--- src/rtl/lcmd_pkg.sv ---
// Shared types, codes and keyword tables for the line command keyword parser.
`default_nettype none

package lcmd_pkg;

  // Line length limit: at most MAX_LINE-1 bytes of a line are counted
  localparam int MAX_LINE_DEFAULT = 32;

  // Leading bytes of a line kept for keyword matching
  localparam int KEEP_BYTES = 5;
  localparam int KEY_COUNT  = 6;
  localparam int LEN_W      = $clog2(KEEP_BYTES + 1);

  // Request kinds
  localparam logic OP_BYTE  = 1'b0;
  localparam logic OP_FETCH = 1'b1;

  // Line terminators
  localparam logic [7:0] CHAR_LF = 8'h0A;
  localparam logic [7:0] CHAR_CR = 8'h0D;

  typedef enum logic [2:0] {
    CODE_NONE  = 3'd0,
    CODE_START = 3'd1,
    CODE_STOP  = 3'd2,
    CODE_FWD   = 3'd3,
    CODE_BWD   = 3'd4,
    CODE_LEFT  = 3'd5,
    CODE_RIGHT = 3'd6
  } code_t;

  typedef logic [KEEP_BYTES-1:0][7:0] prefix_t;

  // Keyword text, padded with zeros past the keyword length
  localparam logic [7:0] KEY_TEXT [KEY_COUNT][KEEP_BYTES] = '{
    '{8'h53, 8'h54, 8'h41, 8'h52, 8'h54},  // START
    '{8'h53, 8'h54, 8'h4F, 8'h50, 8'h00},  // STOP
    '{8'h46, 8'h57, 8'h44, 8'h00, 8'h00},  // FWD
    '{8'h42, 8'h57, 8'h44, 8'h00, 8'h00},  // BWD
    '{8'h4C, 8'h45, 8'h46, 8'h54, 8'h00},  // LEFT
    '{8'h52, 8'h49, 8'h47, 8'h48, 8'h54}   // RIGHT
  };

  localparam logic [LEN_W-1:0] KEY_LEN [KEY_COUNT] = '{
    LEN_W'(5), LEN_W'(4), LEN_W'(3), LEN_W'(3), LEN_W'(4), LEN_W'(5)
  };

  // Prefix match against all keywords in parallel; the earliest keyword wins.
  // len is the line length, saturated at KEEP_BYTES.
  function automatic code_t match_line(input prefix_t bytes, input logic [LEN_W-1:0] len);
    code_t code;
    logic  ok;
    code = CODE_NONE;
    for (int k = KEY_COUNT - 1; k >= 0; k--) begin
      ok = (len >= KEY_LEN[k]);
      for (int i = 0; i < KEEP_BYTES; i++) begin
        if ((i < int'(KEY_LEN[k])) && (bytes[i] != KEY_TEXT[k][i])) begin
          ok = 1'b0;
        end
      end
      if (ok) begin
        code = code_t'(3'(k + 1));
      end
    end
    return code;
  endfunction

endpackage

`default_nettype wire

--- src/rtl/line_command_keyword_parser.sv ---
// Top level of the line command keyword parser: line buffer, matcher and result register.
//
// Usage:
//   Input channel (in_valid/in_ready, op, rx_byte) carries one request per
//   cycle while in_ready is high: op = OP_BYTE delivers a received character,
//   op = OP_FETCH reads and clears the pending command. CR or LF ends a line; a
//   non-empty line is prefix-matched against START, STOP, FWD, BWD, LEFT, RIGHT.
//   Output channel (out_valid/out_ready, cmd_flag, command_code) returns
//   exactly one result per request: the ready flag after the request, and for
//   a fetch the returned code (CODE_NONE when nothing was pending).
//   The result is registered: it is valid in the cycle after the request is accepted.
//   Throughput: one request per cycle when not stalled; the keyword compare is a
//   single combinational pass between the line state and the result register.
//   A new request is taken while the previous result is still held, as long
//   as the result register is empty or being drained in the same cycle.
//   Stall: while out_valid is high and out_ready low, the result holds and
//   in_ready drops.
//   Reset (rst, synchronous): clears the line count, stored code, ready flag
//   and the result register; the block accepts requests the next cycle.
`default_nettype none

module line_command_keyword_parser #(
  parameter int MAX_LINE = lcmd_pkg::MAX_LINE_DEFAULT
) (
  input  wire logic       clk,
  input  wire logic       rst,
  input  wire logic       in_valid,
  output      logic       in_ready,
  input  wire logic       op,
  input  wire logic [7:0] rx_byte,
  output      logic       out_valid,
  input  wire logic       out_ready,
  output      logic       cmd_flag,
  output      logic [2:0] command_code
);

  localparam int CNT_W = $clog2(MAX_LINE);
  localparam logic [CNT_W-1:0] CNT_LIMIT = CNT_W'(MAX_LINE - 1);
  localparam logic [CNT_W-1:0] CNT_KEEP  = CNT_W'(lcmd_pkg::KEEP_BYTES);

  // Line state
  logic [CNT_W-1:0]        fill_count, fill_count_next;
  lcmd_pkg::prefix_t       prefix_bytes;
  lcmd_pkg::code_t         stored_code, stored_code_next;
  logic                    ready_flag, ready_flag_next;

  logic                    accept;
  logic                    is_term;
  logic [lcmd_pkg::LEN_W-1:0] line_len;
  lcmd_pkg::code_t         line_code;
  lcmd_pkg::code_t         code_out;

  assign in_ready = !out_valid || out_ready;
  assign accept   = in_valid && in_ready;
  assign is_term  = (rx_byte == lcmd_pkg::CHAR_LF) || (rx_byte == lcmd_pkg::CHAR_CR);

  // Line length seen by the matcher, saturated at the kept prefix
  assign line_len  = (fill_count >= CNT_KEEP) ? lcmd_pkg::LEN_W'(lcmd_pkg::KEEP_BYTES)
                                              : lcmd_pkg::LEN_W'(fill_count);
  assign line_code = lcmd_pkg::match_line(prefix_bytes, line_len);

  // Next state and result for the current request
  always_comb begin
    fill_count_next  = fill_count;
    stored_code_next = stored_code;
    ready_flag_next  = ready_flag;
    code_out         = lcmd_pkg::CODE_NONE;
    if (op == lcmd_pkg::OP_FETCH) begin
      code_out        = ready_flag ? stored_code : lcmd_pkg::CODE_NONE;
      ready_flag_next = 1'b0;
    end else if (is_term) begin
      if (fill_count != '0) begin
        stored_code_next = line_code;
        fill_count_next  = '0;
        if (line_code != lcmd_pkg::CODE_NONE) begin
          ready_flag_next = 1'b1;
        end
      end
    end else if (fill_count < CNT_LIMIT) begin
      fill_count_next = fill_count + CNT_W'(1);
    end
  end

  // Control state
  always_ff @(posedge clk) begin
    if (rst) begin
      fill_count  <= '0;
      stored_code <= lcmd_pkg::CODE_NONE;
      ready_flag  <= 1'b0;
    end else if (accept) begin
      fill_count  <= fill_count_next;
      stored_code <= stored_code_next;
      ready_flag  <= ready_flag_next;
    end
  end

  // Prefix capture: only the first bytes of a line are kept
  always_ff @(posedge clk) begin
    if (accept && (op == lcmd_pkg::OP_BYTE) && !is_term && (fill_count < CNT_KEEP)) begin
      prefix_bytes[fill_count[lcmd_pkg::LEN_W-1:0]] <= rx_byte;
    end
  end

  // Result register
  always_ff @(posedge clk) begin
    if (rst) begin
      out_valid <= 1'b0;
    end else if (accept) begin
      out_valid <= 1'b1;
    end else if (out_ready) begin
      out_valid <= 1'b0;
    end
  end

  always_ff @(posedge clk) begin
    if (accept) begin
      cmd_flag     <= ready_flag_next;
      command_code <= code_out;
    end
  end

endmodule

`default_nettype wire

--- config.mk ---
export PLATFORM = sky130hd
export DESIGN_NAME = line_command_keyword_parser
export DESIGN_NICKNAME = d
export VERILOG_FILES = /design/src/rtl/lcmd_pkg.sv /design/src/rtl/line_command_keyword_parser.sv
export SDC_FILE = /design/constraint.sdc
export NUM_CORES = 1
export LEC_CHECK = 0
export BUFFER_PORTS_ARGS = -buffer_cell sky130_fd_sc_hd__buf_4
export CORE_MARGIN = 10
export CORE_UTILIZATION = 55
export CTS_BUF_LIST = sky130_fd_sc_hd__clkbuf_8
export CTS_CLUSTER_SIZE = 12
export DETAILED_ROUTE_END_ITERATION = 12
export GPL_TIMING_DRIVEN = 0
export PLACE_DENSITY = 0.86
export SLEW_MARGIN = 20
export SYNTH_ARGS = -nofsm -noshare
export SYNTH_HDL_FRONTEND = slang
export SYNTH_SLANG_ARGS = --single-unit
export TNS_END_PERCENT = 30
--- constraint.sdc ---
create_clock -name clk -period 4.05 [get_ports clk]
set_input_delay 0.6075 -clock clk [delete_from_list [all_inputs] [get_ports clk]]
set_output_delay 0.6075 -clock clk [all_outputs]
set_load 0.03 [all_outputs]
==> out/results.txt <==
worst path required time: 3.99 ns
Pleak: 0.900 nW
H-tree Lvls: 2
die extent in x: 85.5 µm
IO Pins: 19
final hold vios: 0
kind of end point of the critical path: flop
CORE AREA: 0.00409 mm²
CTS clk-pin slew, worst paths: 0.09 ns
CTS buffer count: 5
die area: 0.00732 mm²
Placer Congestion: 0.892
worst vdd ir: 0.000309 V
register area share after synthesis: 0.644
most numerous cell in the Yosys netlist: edfxtp_1
Reg power frac: 0.638
Switch Pwr: 0.000213 W
Post-synth top cells: 44 x edfxtp_1, 10 x dfxtp_1, 9 x nand4_1
pre-CTS setup slack: 1.52 ns
synthesis warning total: 0
Final setup viols: 0
critical path cell sequence: inv_1, ha_1, o31a_1, nor3_2, nand2_1, nor3_2
internal power: 0.000753 W
Syn Area/Cell: 14.1 µm²
EDFF count, synth: 44
Cell Rows: 23
startpoint class of the critical path: flop
Die Height: 85.5 µm
CTS max path bufs: 2
crit-path max FO: 8
Max Transition Viols Final: 0
post-synthesis register bit count: 54
first-pass GRT wire length: 8260 µm
max-cap violation count: 0
Final Cycle Share: 0.563
Critical-path top delay cell: nor3_2
Slew Limit Headroom: 0.487
share of flip-flops with an asynchronous set or reset: 0
worst hold stages: 2
Routed WL per cell: 20.1 µm
RSZ-0062 raised after global routing: false
DRT iter0 DRCs: 232
Crit path top cell by count: nor3_2
GRT Resource Usage Total: 0.141
r2r endpoint: prefix_bytes[19]$_DFFE_PP_
Setup Skew: 0.00915 ns
proportion of layout cells with a drive suffix above 1: 0.206
Synth Cell Area: 0.00236 mm²
CTS Hold Bufs: 0
Worst-Margin Slew: 0.767 ns
ANT nets after route: 0
initial antenna violation count: 0
DP Wirelength: 3670 µm
Netlist cell types: 47
clock root buffer: clkbuf_8
CTS tree: done
CP top delay family: simple AND/OR/NAND/NOR gates
f_max: 0.438 GHz
clock latency on the worst-skew pair: 0.31 ns
maximum number of pins on one net before global-route repair: 18
total power draw: 0.000966 W
vias in the first global route: 1594
Net Count, Synth: 184
global route overflow: 0
setup ws final: 1.77 ns
drt via density: 6.39
Clock Sinks: 54
WP buf/inv: 1
HP Start: rst
post_cts resized: 0
IO Port Bufs: 18
Area contributors post-synth: edfxtp_1 56%, dfxtp_1 8.5%, nor4bb_1 2.5%, nand4_1 2.4%, ha_1 1.6%
register-to-register path setup slack: 1.77 ns
drt first pass iters: 4
final WL: 4910 µm
Reg2Reg Launch Point: fill_count[1]$_SDFFE_PP0P_
power per cell area: 364 mW/mm²
Worst Path Class, Setup: flop to flop
Sw Share: 0.221
Area Overhead vs Synth: 12.4%
clock power share: 0.303
crit-path max cell delay: 0.56 ns
final setup TNS: 0 ns
Final min period: 2.28 ns
Antenna Cells: 0
Worst Hold End: fill_count[1]$_SDFFE_PP0P_
Arr. time, crit path: 2.22 ns
Starting Density: 0.578
outcome: complete, no violations
ys flop type: edfxtp_1
via count: 1558
cells after synthesis: 168
type of the most critical hold path: primary input to flop
Synth area leader: edfxtp_1
DRC errors left: 0
worst r2r path cells: 6
Yosys top cell area share: 0.559
combinational power share: 0.059
Final nets: 209
Post-CTS Setup Bufs: 0
## how the worst max path moves through the flow
stage,start,to,cells after the start
floorplan,out_ready,prefix_bytes[16]$_DFFE_PP_,5
global placement,rx_byte[2],prefix_bytes[21]$_DFFE_PP_,6
detailed placement,rx_byte[2],prefix_bytes[22]$_DFFE_PP_,6
CTS,fill_count[1]$_SDFFE_PP0P_,prefix_bytes[19]$_DFFE_PP_,6
global route,fill_count[1]$_SDFFE_PP0P_,prefix_bytes[19]$_DFFE_PP_,6
finish,fill_count[1]$_SDFFE_PP0P_,prefix_bytes[19]$_DFFE_PP_,6
## power by group through the flow
stage / combinational [W] / clock (W) / sequential (W)
after floorplan: 0.0000232 / 0 / 0.000632
after global placement: 0.0000531 / 0 / 0.000628
after detailed placement: 0.0000563 / 0 / 0.000629
after CTS: 0.0000567 / 0.000297 / 0.000617
after global routing: 0.0000625 / 0.000324 / 0.000617
final: 0.0000568 / 0.000292 / 0.000617
## cells by family (layout without fill, tap and decap cells)
kind of cell,count (synthesis),after routing,share of synthesized area
xor gates and xnor gates,1,1,0.00371
and+or+nand+nor,80,80,0.241
buffers and inverters,7,33,0.0148
AOI/OAI and AO/OA,23,23,0.0805
adders and majority gates,3,3,0.0159
DFF,54,54,0.644
## worst reg2reg max path, delay by kind of cell, from the launching register on
kind	cells	cell delay (ns)
AO/OA/AOI/OAI	1	0.25
adder cells (fa/ha/maj)	1	0.19
flip-flops	1	0.44
AND/OR/NAND/NOR	3	0.91
buffers and inverters	1	0.13
## registers in the layout, indices dropped and copies added (netlist names)
register      flops
prefix_bytes     40
cmd_flag          1
ready_flag        1
stored_code       3
command_code      3
fill_count        5
out_valid         1
## layer usage
metal,vias up,part of all wire,GRT usage
met3,8,0.062,0.0397
met2,59,0.50,0.240
met5,-,0,0
met4,0,0.013,0.0509
met1,760,0.42,0.165
li1,731,-,-
## cell usage in the layout, fill, tap and decap left out, types with 6 or more instances in the layout
cell,synthesis,layout
buf_4,0,18
nor3_1,7,6
nand4_1,9,9
nor2_1,7,7
dfxtp_1,10,10
edfxtp_1,44,44
nand2_1,8,8
nor4bb_1,6,6
## area by class of cell
class                   count  area (µm²)
inverters                   5        18.8
clock buffers               5        68.8
well taps                  50        62.6
clock inverters             3        21.3
fillers                   292        1430
plain buffers               2        16.3
repair buffers             18         135
multi-input cells         107         811
flip-flops and latches     54        1520
## stage by stage
step | instance area [µm²] | hold slack (ns) | utilization | instances
final | 2660 | 0.507 | 0.650 | 244
after global routing | 2660 | 0.510 | 0.650 | 244
after CTS | 2660 | 0.507 | 0.650 | 244
after detailed placement | 2560 | 0.502 | 0.628 | 236
after global placement | 2560 | 0.478 | 0.626 | 236
after floorplan | 2360 | 0.464 | - | 168
Power figures use the tool's default switching activity.
